`src/hw/rtl/ssg_pkg.sv`:
```
`default_nettype none

package ssg_pkg;

  localparam logic [16:0] ONE_Q16   = 17'd65536;
  localparam logic [16:0] FIFTH_Q16 = 17'd13107;

  localparam int unsigned SQRT_STAGES = 32;
  localparam int unsigned QUO_BITS    = 17;

  typedef enum logic [1:0] {
    CFG_INNER  = 2'd0,
    CFG_OUTER  = 2'd1,
    CFG_VOLUME = 2'd2
  } ssg_cfg_e;

  // front end -> square root
  typedef struct packed {
    logic [63:0] sq;
    logic        aud;
    logic        att1;
    logic        dsign;
    logic [49:0] dmag;
  } ssg_geo_t;

  // square root -> dividers
  typedef struct packed {
    logic [31:0] dlen;
    logic        aud;
    logic        att1;
    logic        dsign;
    logic [49:0] dmag;
  } ssg_rad_t;

  // dividers -> gain
  typedef struct packed {
    logic [16:0] qa;
    logic [16:0] qq;
    logic        sat;
    logic        aud;
    logic        att1;
    logic        dsign;
    logic        dzero;
  } ssg_quo_t;

  typedef struct packed {
    logic [19:0] left;
    logic [19:0] right;
    logic        aud;
  } ssg_gain_t;

endpackage

`default_nettype wire

```
`src/hw/rtl/ssg_gain.sv`:
```
`default_nettype none

module ssg_gain (
  input  logic               clk_i,
  input  logic               rst_ni,
  input  logic               en_i,
  input  logic               valid_i,
  input  ssg_pkg::ssg_quo_t  quo_i,
  input  logic [15:0]        volume_i,
  output logic               valid_o,
  output ssg_pkg::ssg_gain_t gain_o
);
  import ssg_pkg::*;

  // presence for a positive direction term, clamped to 0.2..1
  function automatic logic [16:0] presence(logic [16:0] q);
    logic [16:0] p;
    p = (q >= ONE_Q16) ? 17'd0 : (ONE_Q16 - q);
    return (p < FIFTH_Q16) ? FIFTH_Q16 : p;
  endfunction

  logic [16:0] att, qc, pl, pr;
  logic        nz;

  logic        v1_q, v2_q, v3_q;
  logic [16:0] att1_q, pl1_q, pr1_q, pl2_q, pr2_q;
  logic        aud1_q, aud2_q;
  logic [32:0] av2_q;
  logic [49:0] gl, gr;
  ssg_gain_t   g3_q;

  always_comb begin
    att = quo_i.att1 ? ONE_Q16 : quo_i.qa;
    qc  = quo_i.sat ? ONE_Q16 : quo_i.qq;
    nz  = !quo_i.dzero && (qc != '0);
    pr  = (nz && !quo_i.dsign) ? presence(qc) : ONE_Q16;
    pl  = (nz && quo_i.dsign)  ? presence(qc) : ONE_Q16;
  end

  always_ff @(posedge clk_i or negedge rst_ni) begin
    if (!rst_ni) begin
      v1_q <= 1'b0;
      v2_q <= 1'b0;
      v3_q <= 1'b0;
    end else if (en_i) begin
      v1_q <= valid_i;
      v2_q <= v1_q;
      v3_q <= v2_q;
    end
  end

  assign gl = 50'(av2_q) * 50'(pl2_q);
  assign gr = 50'(av2_q) * 50'(pr2_q);

  always_ff @(posedge clk_i) begin
    if (en_i) begin
      att1_q <= att;
      pl1_q  <= pl;
      pr1_q  <= pr;
      aud1_q <= quo_i.aud;

      av2_q  <= 33'(att1_q) * 33'(volume_i);
      pl2_q  <= pl1_q;
      pr2_q  <= pr1_q;
      aud2_q <= aud1_q;

      g3_q.left  <= aud2_q ? gl[48:29] : '0;
      g3_q.right <= aud2_q ? gr[48:29] : '0;
      g3_q.aud   <= aud2_q;
    end
  end

  assign valid_o = v3_q;
  assign gain_o  = g3_q;

endmodule

`default_nettype wire

```
`config.mk`:
```
export PLATFORM = sky130hd
export DESIGN_NAME = ssg_gain
export DESIGN_NICKNAME = d
export VERILOG_FILES = /design/src/hw/rtl/ssg_pkg.sv /design/src/hw/rtl/ssg_gain.sv
export SDC_FILE = /design/constraint.sdc
export NUM_CORES = 2
export LEC_CHECK = 0
export BUFFER_PORTS_ARGS = -buffer_cell sky130_fd_sc_hd__buf_2
export CELL_PAD_IN_SITES_DETAIL_PLACEMENT = 1
export CELL_PAD_IN_SITES_GLOBAL_PLACEMENT = 1
export CORE_UTILIZATION = 40
export DETAILED_ROUTE_END_ITERATION = 10
export PLACE_DENSITY = 0.73
export SLEW_MARGIN = 30
export SYNTH_ARGS = -nofsm -noshare
export SYNTH_HDL_FRONTEND = slang
export SYNTH_SLANG_ARGS = --single-unit
```
`constraint.sdc`:
```
create_clock -name clk_i -period 9.9 [get_ports clk_i]
set_clock_uncertainty 0.2 [all_clocks]
set_input_delay 1.485 -clock clk_i [delete_from_list [all_inputs] [get_ports clk_i]]
set_output_delay 1.485 -clock clk_i [all_outputs]
set_load 0.02 [all_outputs]
```
==> out/qor.yml <==
run_status:
  outcome: "complete, no violations"
logic_synthesis:
  avgSynthCellArea_sq_um: 9.17
  synth_common_cells: "inv_1 (1307), fa_1 (1130), nand2_1 (908), and2_1 (539), ha_1 (344)"
  synth_warnings: 0
  synth_nets: 6896
  async_flop_share: 0.0183
  synth_cells: 5363
  ys_seq_area_frac: 0.0999
  syn_area_sq_um: 49200
  synth.most_common_cell: "inv_1"
  synth-edff-count: 161
  synth_top_area_frac: 0.460
  yosys-top-cells-area: "fa_1 (46%), inv_1 (10%), edfxtp_1 (9.8%)"
  yosys_register_bits: 164
  ys.flop_type: "edfxtp_1"
  synth_top_area_cell: "fa_1"
  synth_cell_types: 78
min_path:
  min_to: "pr2_q[5]"
  hold_depth: 0
  holdCritStartpoint: "pr1_q[5]"
  min_path_type: "reg2reg"
timing:
  rsz0062_at_grt: "false"
  hold_viol: 0
  slew_violations: 0
  worst_pin_slew_ps: 989
  setup_viol_count_final: 0
  min_period_over_period: 0.832
  fin_setup_tns_ps: 0
  slew_headroom: 0.332
  min_period_ps: 8240
  fmax_ghz: 0.121
critical_path:
  path_max_fanout: 19
  rrSetupSlack_ps: 1660
  r2r-start: "av2_q[13]"
  r2r_cells: 20
  critical_path_class: "reg2reg"
  startpoint_type: "flip-flop"
  critPathArrivalTime_ps: 8320
  end_kind: "flip-flop"
  cp_data_required_time_ps: 9990
  r2r-end: "gain_o[32]"
final_layout:
  drive_above_1_share: 0.0452
  syn2layout_area_growth_pct: 5.62
  final-instance-count-excl-fill: 6934
  num_antenna_cells: 0
  nets: 6829
cts:
  cts_buffers: 17
  clock_latency_ps: 540
  clk_pin_slew_ps: 90
  cts-htree-levels: 4
  cts_max_path_buffers: 2
  cts_tree: "built"
  cts_hold_buf: 0
  post_cts_buffers: 0
  ctsResizeCount: 0
  clkSinkCount: 164
  root_buffer: "clkbuf_16"
floorplanning:
  die_h_um: 353
  dieArea_sq_um: 124000
  core_sq_um: 122000
  rows: 128
  die_w_um: 353
  io_pins: 101
  start_util: 0.403
drt:
  vias: 35900
  wl_per_cell_um: 19.5
  drc_errors: 0
  viasPerCell: 5.17
  ant_nets: 0
  drt-initial-drc-count: 1658
  dr.pass1.iters: 5
  wirelength_um: 135000
placed_design:
  portBuffers: 100
  place.gp.congestion: 0.858
  dp.cells: 6900
  dp_hpwl_um: 108000
grt:
  grt_pass1_wl_um: 221000
  first_global_vias: 41300
  antenna_found_initial: 2
  grt_usage: 0.226
  grt_max_degree: 66
  grt-ovfl-total: 0
run:
  max_cap_viol_count: 0
==> area by class of cell <==
cell class,instances,area (sq um)
multi-input combinational,3626,38300
sequential,164,4910
timing repair buffer,178,1110
clock buffer,17,425
fill,14100,69900
inverter,1309,4910
tap,1625,2030
clock inverter,15,204
==> critical path: stages, from the launching register on <==
cell	delay, ps
edfxtp_1	780
buf_4	370
nand2_1	110
fa_1	530
inv_1	50
fa_1	490
fa_1	580
fa_1	430
fa_1	520
inv_1	60
fa_1	480
inv_1	40
ha_1	330
a21oi_1	170
o21ai_0	240
a2111oi_0	420
nand4_1	490
a211oi_1	810
nor2_1	280
a311o_1	370
and4_1	190
==> cell usage in the layout (no fill, tap or decap), drive strengths merged, types with 33 or more instances in the layout <==
cell type	netlist	routed
a21o	68	68
o21ai	42	42
inv	1307	1312
buf	5	178
nor2	67	67
nand2	908	908
nor3	34	34
a21oi	108	108
fa	1130	1130
xnor2	44	44
edfxtp	161	161
nand3	33	33
ha	344	344
and2	539	539
==> flip-flops by register name, summed over array words and instances, names as in the netlist, 17 cells and up <==
register and cells:
av2_q 33, att1_q 17, pr2_q 17, pl2_q 17, pr1_q 17, pl1_q 17
gain_o 41
==> cells by family after synthesis <==
group / Yosys count / share of synthesized area
muxes: 11 / 0.00232
DFF: 164 / 0.0999
AOI/OAI and AO/OA: 375 / 0.0521
buffers and inverters: 1573 / 0.120
adders and majority gates: 1474 / 0.548
and+or+nand+nor: 1713 / 0.168
xor gates and xnor gates: 53 / 0.00944
==> stage by stage <==
| step | hold WS [ps] | instance area, sq um | setup slack, ps | utilization |
|---|---|---|---|---|
| floorplan | 200 | 49200 | 2470 | - |
| global placement | 201 | 51300 | 1990 | 0.421 |
| detailed placement | 205 | 51300 | 1760 | 0.421 |
| CTS | 211 | 51900 | 1710 | 0.426 |
| global route | 226 | 51900 | 1390 | 0.426 |
| finish | 217 | 51900 | 1660 | 0.426 |
==> worst max-delay path by stage <==
stage,startpoint,endpoint,slack [ps],cells past startpoint
2_1_floorplan,volume_i[6],av2_q[29],2470,21
3_3_place_gp,pl2_q[2],gain_o[32],1990,19
3_5_place_dp,pl2_q[2],gain_o[32],1760,19
4_1_cts,pl2_q[2],gain_o[32],1710,19
5_1_grt,av2_q[13],gain_o[32],1390,20
6_report,av2_q[13],gain_o[32],1660,20
==> per-layer routing <==
layer,up-vias,global-route usage,wire (um)
met5,-,0,12
li1,15700,-,-
met4,2,0.0837,4590
met1,19300,0.273,53500
met2,673,0.415,72500
met3,221,0.0205,4330
Power is left out: the tool's default activity adds up to more than one toggle a clock period on the data nets, which glitch-free logic cannot reach.
